### src/rtl/hvd_pkg.sv
// Shared constants, types and lookup tables for the haversine distance pipeline.
package hvd_pkg;

  localparam longint unsigned COORD_SCALE = 64'd1000000;
  localparam longint unsigned FULL_TURN   = 64'd360 * COORD_SCALE;
  localparam longint unsigned HALF_TURN   = FULL_TURN / 64'd2;
  localparam longint unsigned QUARTER_TURN = FULL_TURN / 64'd4;

  // pi * 2^61, and the degree-to-radian factor for half-angle units
  localparam longint unsigned PI_Q61 = 64'h6487ED5110B4611A;
  localparam longint unsigned KH     = (PI_Q61 + FULL_TURN / 64'd2) / FULL_TURN;

  localparam int KH_LO_W = 18;
  localparam int KH_HI_W = 17;
  localparam logic [KH_LO_W-1:0] KH_LO = KH_LO_W'(KH);
  localparam logic [KH_HI_W-1:0] KH_HI = KH_HI_W'(KH >> KH_LO_W);

  localparam int LAT_W   = 28;
  localparam int LON_W   = 29;
  localparam int MAG_W   = 30;   // coordinate differences and magnitudes
  localparam int ANG_W   = 28;   // folded angle, at most half a turn
  localparam int THETA_W = 31;   // first-quadrant angle, Q1.30 radians
  localparam int CW      = 33;   // CORDIC datapath
  localparam int AW      = 61;   // a and 1-a, Q60 in [0, 1]
  localparam int RTW     = 31;   // square roots, Q30
  localparam int RADIUS_W = 23;
  localparam int DIST_W   = 33;
  localparam int IN_TDATA_W  = 120;
  localparam int OUT_TDATA_W = 40;

  localparam int CORDIC_STEPS = 30;
  localparam int SQRT_STEPS   = 31;

  localparam logic [RADIUS_W-1:0] RADIUS_RESET = 23'd6372798;
  localparam logic [AW-1:0] ONE_Q60 = AW'(1) << 60;

  typedef logic signed [CW-1:0] cval_t;
  typedef logic [THETA_W-1:0]   theta_t;
  typedef logic [AW-1:0]        aval_t;
  typedef logic [RTW-1:0]       root_t;

  localparam cval_t GAIN_START = cval_t'(652032874);

  function automatic cval_t atan_q30(input int unsigned idx);
    case (idx)
      0:  return cval_t'(843314857);
      1:  return cval_t'(497837829);
      2:  return cval_t'(263043836);
      3:  return cval_t'(133525159);
      4:  return cval_t'(67021687);
      5:  return cval_t'(33543516);
      6:  return cval_t'(16775851);
      7:  return cval_t'(8388437);
      8:  return cval_t'(4194283);
      9:  return cval_t'(2097149);
      default: return cval_t'(32'h4000_0000 >> idx);
    endcase
  endfunction

endpackage

### src/rtl/hvd_angle.sv
// Angle front end: differences and latitudes, turn reduction, folding, latitude mirroring and degree-to-radian scaling.
module hvd_angle (
  input  logic                              clk,
  input  logic                              rst_n,
  input  logic                              en,
  input  logic                              in_valid,
  input  logic signed [hvd_pkg::LAT_W-1:0]  lat_a,
  input  logic signed [hvd_pkg::LON_W-1:0]  lon_a,
  input  logic signed [hvd_pkg::LAT_W-1:0]  lat_b,
  input  logic signed [hvd_pkg::LON_W-1:0]  lon_b,
  output logic                              out_valid,
  output hvd_pkg::theta_t                   theta [4],
  output logic [1:0]                        neg
);
  localparam int MW = hvd_pkg::MAG_W;
  localparam int GW = hvd_pkg::ANG_W;
  localparam int HW = GW + hvd_pkg::KH_HI_W;
  localparam int LW = GW + hvd_pkg::KH_LO_W;
  localparam int SW = HW + hvd_pkg::KH_LO_W;
  localparam logic [MW-1:0] FULL_M = MW'(hvd_pkg::FULL_TURN);
  localparam logic [MW-1:0] HALF_M = MW'(hvd_pkg::HALF_TURN);
  localparam logic [GW-1:0] HALF_G = GW'(hvd_pkg::HALF_TURN);
  localparam logic [GW-1:0] QUARTER_G = GW'(hvd_pkg::QUARTER_TURN);
  localparam logic [SW-1:0] RND = SW'(1) << 30;

  logic signed [MW-1:0] d_r [4];
  logic [MW-1:0]        m_r [4];
  logic [GW-1:0]        f_r [4];
  logic [GW-1:0]        g_r [4];
  logic [HW-1:0]        hi_r [4];
  logic [LW-1:0]        lo_r [4];
  hvd_pkg::theta_t      theta_r [4];
  logic [1:0]           negg_r, negh_r, negt_r;
  logic [5:0]           v_r;

  always_ff @(posedge clk) begin
    if (!rst_n) begin
      v_r <= '0;
    end else if (en) begin
      v_r <= {v_r[4:0], in_valid};
    end
  end

  always_ff @(posedge clk) begin
    if (en) begin
      d_r[0] <= MW'(lat_a) - MW'(lat_b);
      d_r[1] <= MW'(lon_a) - MW'(lon_b);
      d_r[2] <= MW'(lat_a);
      d_r[3] <= MW'(lat_b);
      for (int j = 0; j < 4; j++) begin
        // magnitude below two turns by the field widths: one subtract reduces it
        if (d_r[j][MW-1]) begin
          m_r[j] <= (MW'(-d_r[j]) >= FULL_M) ? MW'(-d_r[j]) - FULL_M : MW'(-d_r[j]);
        end else begin
          m_r[j] <= (d_r[j] >= FULL_M) ? d_r[j] - FULL_M : d_r[j];
        end
        f_r[j] <= (m_r[j] > HALF_M) ? GW'(FULL_M - m_r[j]) : GW'(m_r[j]);
        hi_r[j] <= {{hvd_pkg::KH_HI_W{1'b0}}, g_r[j]} * {{GW{1'b0}}, hvd_pkg::KH_HI};
        lo_r[j] <= {{hvd_pkg::KH_LO_W{1'b0}}, g_r[j]} * {{GW{1'b0}}, hvd_pkg::KH_LO};
        theta_r[j] <= hvd_pkg::THETA_W'(({hi_r[j], {hvd_pkg::KH_LO_W{1'b0}}}
                      + SW'(lo_r[j]) + RND) >> 31);
      end
      g_r[0] <= f_r[0];
      g_r[1] <= f_r[1];
      for (int j = 2; j < 4; j++) begin
        // latitude past a quarter turn: mirror it, cosine changes sign
        if (f_r[j] > QUARTER_G) begin
          g_r[j] <= (HALF_G - f_r[j]) << 1;
        end else begin
          g_r[j] <= f_r[j] << 1;
        end
        negg_r[j-2] <= f_r[j] > QUARTER_G;
      end
      negh_r <= negg_r;
      negt_r <= negh_r;
    end
  end

  assign out_valid = v_r[5];
  assign theta     = theta_r;
  assign neg       = negt_r;

endmodule

### config.mk
export PLATFORM = sky130hd
export DESIGN_NAME = hvd_angle
export DESIGN_NICKNAME = d
export VERILOG_FILES = /design/src/rtl/hvd_pkg.sv /design/src/rtl/hvd_angle.sv
export SDC_FILE = /design/constraint.sdc
export NUM_CORES = 2
export LEC_CHECK = 0
export BUFFER_PORTS_ARGS = -buffer_cell sky130_fd_sc_hd__buf_2
export CORE_ASPECT_RATIO = 0.7
export CORE_MARGIN = 1.5
export CORE_UTILIZATION = 55
export DETAILED_ROUTE_END_ITERATION = 7
export GPL_ROUTABILITY_DRIVEN = 0
export HOLD_SLACK_MARGIN = 0.06
export PLACE_DENSITY = 0.72
export RECOVER_POWER = 100
export SYNTH_ARGS = -nofsm -noshare
export SYNTH_HDL_FRONTEND = slang
export SYNTH_SLANG_ARGS = --single-unit
### constraint.sdc
create_clock -name clk -period 9 [get_ports clk]
set_clock_uncertainty 0.1 [all_clocks]
set_input_delay 0.45 -clock clk [delete_from_list [all_inputs] [get_ports clk]]
set_output_delay 0.45 -clock clk [all_outputs]
set_load 0.01 [all_outputs]
==> results.cfg <==
[placed_design]
port_buffers = 244
placed_cell_area_mm2 = 0.09964
dp_hpwl_um = 183100
place_inst = 11560

[logic_synthesis]
ys_seq_area_share_pct = 26.57
synth_cell_types = 102
async_flop_share_pct = 0
avgSynthCellArea_um2 = 10.54
ys_ff_latch = 849
synth_top_area_share_pct = 26.44
synthCells = 9080
synth.area.top_cells = edfxtp_1 (26%), fa_1 (21%), ha_1 (19%)
synth-warning-count = 0
syn-num-nets = 11690
syn_area_mm2 = 0.09574
synth_top_area_cell = edfxtp_1
synth_ff_type = edfxtp_1
synth_edf_count = 843

[critical_path]
cp_slowest_cell = edfxtp_1
cp_max_fo = 12
cp.arrival_ns = 8.20
cpMostUsedCell = fa_1
crit_path_start_kind = flop
crit_type = reg -> reg
max_stage_delay_ns = 0.84
cp.required_ns = 9.39
cp-end-kind = flop
cp_cell_sequence = ha_1, xor2_1, ha_1, a21o_1, fa_1, fa_1, fa_1, inv_1, fa_1, inv_1, ha_1, a211oi_1, o211ai_1, a211oi_1, o31ai_1, a311oi_1, o21ai_0, or3_1, a31oi_1, o21ai_0, a21oi_1, xnor2_1

[layout]
n_fill_cell = 14000
layout_commonest_cell = inv_1
drive_gt1_share_pct = 2.853
final_cells = 11790
final_cell_mix = inv_1 (1858), ha_1 (1472), fa_1 (1017)
fin_area_mm2 = 0.1030
layout.nets = 12000
area_delta_synth_final_pct = 7.620

[drt]
highest_layer = met5
wl_met3_um = 19120
drt_iter0_markers = 6099
met2_length_um = 92740
routed_wl_um = 221500
first_pass_iters = 6
drc = 0
wl_met1_um = 106100
vias = 65710
ant_nets = 0
vias_per_cell = 5.575
routedWlPerCell_um = 18.79

[timing]
setup_viol = 0
min_period_over_period_pct = 86.71
hold_viol = 0
rsz0062_at_grt = no
period_needed_ns = 7.803
slew_violations = 447
fmax_mhz = 128.1
worst_pin_slew_ns = 6.166
setup_tns_ns = 0
relSlewSlack_pct = -311.1

[global_route]
grt_overflow = 0
grt_max_degree = 147
grt_pass1_wl_um = 358000
track_usage_pct = 25.33
grt_pass1_vias = 66700
antenna_found_initial = 11

[floorplanning]
die-area_mm2 = 0.1766
row_count = 127
core_area_mm2 = 0.1721
ioPinCount = 245
die_h_um = 352.1
die_w_um = 501.7
initial_core_util_pct = 55.63

[clocking]
clk_path_buf_depth = 3
htree_levels = 3
cts.root.buffer_cell = clkbuf_16
cts.repair.resized = 0
clk_latency_ns = 0.77
clkTransAtPathRegs_ns = 0.06
numCtsBuffers = 90
postCtsSetupRepairBufs = 0
cts.sinks = 849
cts_tree = yes

[run]
cap_violations = 6

[hold_path]
holdCritPathClass = in -> reg

[status]
violations = max-capacitance violations, max-slew violations
status = complete, but fails checks
-- path summary, 6_finish.rpt --
path                                            from                    end  slack, ns  cells after the start
worst min register to register   f_r[1][9]$_DFFE_PP_    g_r[1][9]$_DFFE_PP_       0.32                      0
worst max register to register  g_r[0][10]$_DFFE_PP_  hi_r[0][38]$_DFFE_PP_       1.20                     22
worst max-delay path            g_r[0][10]$_DFFE_PP_  hi_r[0][38]$_DFFE_PP_       1.20                     22
worst min-delay path                       lon_a[26]   d_r[1][26]$_DFFE_PP_       0.12                      3
-- sequential cells by signal (all words and copies together) (netlist names) --
signal / count
negg_r: 2
v_r: 6
g_r: 110
theta: 124
f_r: 112
neg: 2
d_r: 115
m_r: 120
hi_r: 150
lo_r: 106
negh_r: 2
-- routing by layer --
layer / vias up / track usage [%]
met5: - / 0
met4: 4 / 4.220
met3: 234 / 5.850
met2: 2225 / 36.80
met1: 32150 / 38.85
li1: 31100 / -
-- critical path, delay by kind of cell, from the launching register on --
family	cells	cell delay [ns]
flops	1	0.84
simple gates	1	0.39
buf+inv	2	0.09
xor+xnor	2	0.27
compound gates	10	2.85
fa+ha+maj	7	2.98
-- per-stage QoR --
step / utilization (%) / hold slack (ns) / setup slack, ns
2_1_floorplan: - / 0.3003 / 2.407
3_3_place_gp: 57.90 / 0.3006 / 1.458
3_5_place_dp: 57.90 / 0.3045 / 1.233
4_1_cts: 60.05 / 0.06045 / 1.204
5_1_grt: 59.87 / 0.09537 / 0.6562
6_report: 59.87 / 0.1199 / 1.197
-- timing repair --
| item | in CTS | in global routing |
|---|---|---|
| endpoints found under the setup margin | 0 | 0 |
| hold buffers | 65 | 0 |
| hold endpoints to repair | 69 | 0 |
-- layout make-up --
cell class / instances / area (um^2) / share of cell area [%]
Clock buffer: 101 / 2303 / 2.236
Antenna cell: 2 / 5.005 / 0.004857
Inverter: 1860 / 6982 / 6.776
Timing Repair Buffer: 334 / 1799 / 1.746
Clock inverter: 62 / 739.5 / 0.7177
Tap cell: 2322 / 2905 / 2.820
Multi-Input combinational cell: 6257 / 62860 / 61.01
Sequential cell: 849 / 25430 / 24.69
-- synth_stat cells (14+ instances only) --
master    instances
nor3b_1          14
nand2_1         318
a21oi_1         363
o31ai_1          27
nor4b_1          14
and4_1           18
xnor2_1         451
a211o_1          15
ha_1           1472
o211ai_1         32
o31a_1           20
and2_1           30
xor2_1          344
clkbuf_1        102
or3_1            55
nor3_1          136
o21bai_1         47
a211oi_1         61
o22ai_1          18
a21o_1          247
a21boi_0         25
inv_1          1858
nand3_1         102
nor2_1          458
or2_2            16
nor4_1           42
o21ai_0         263
nand2b_1         65
and3_1           70
a31oi_1          46
fa_1           1017
o21a_1           91
edfxtp_1        843
nor2b_1          78
or4_1            20
nand4_1          66
-- cell families (layout without fill, tap and decap cells) --
logic type	Yosys count	count (layout)	share of synthesized area, %
AOI/OAI and AO/OA	1405	1405	9.577
xor gates and xnor gates	796	796	7.290
adders and majority gates	2489	2489	40.50
buffers and inverters	1974	2357	7.763
DFF	849	849	26.57
muxes	19	19	0.2091
other	0	2	0
and+or+nand+nor	1548	1548	8.091
Power is not shown: default switching activity piles up to over one toggle a cycle in this logic, so the estimate is an artifact.
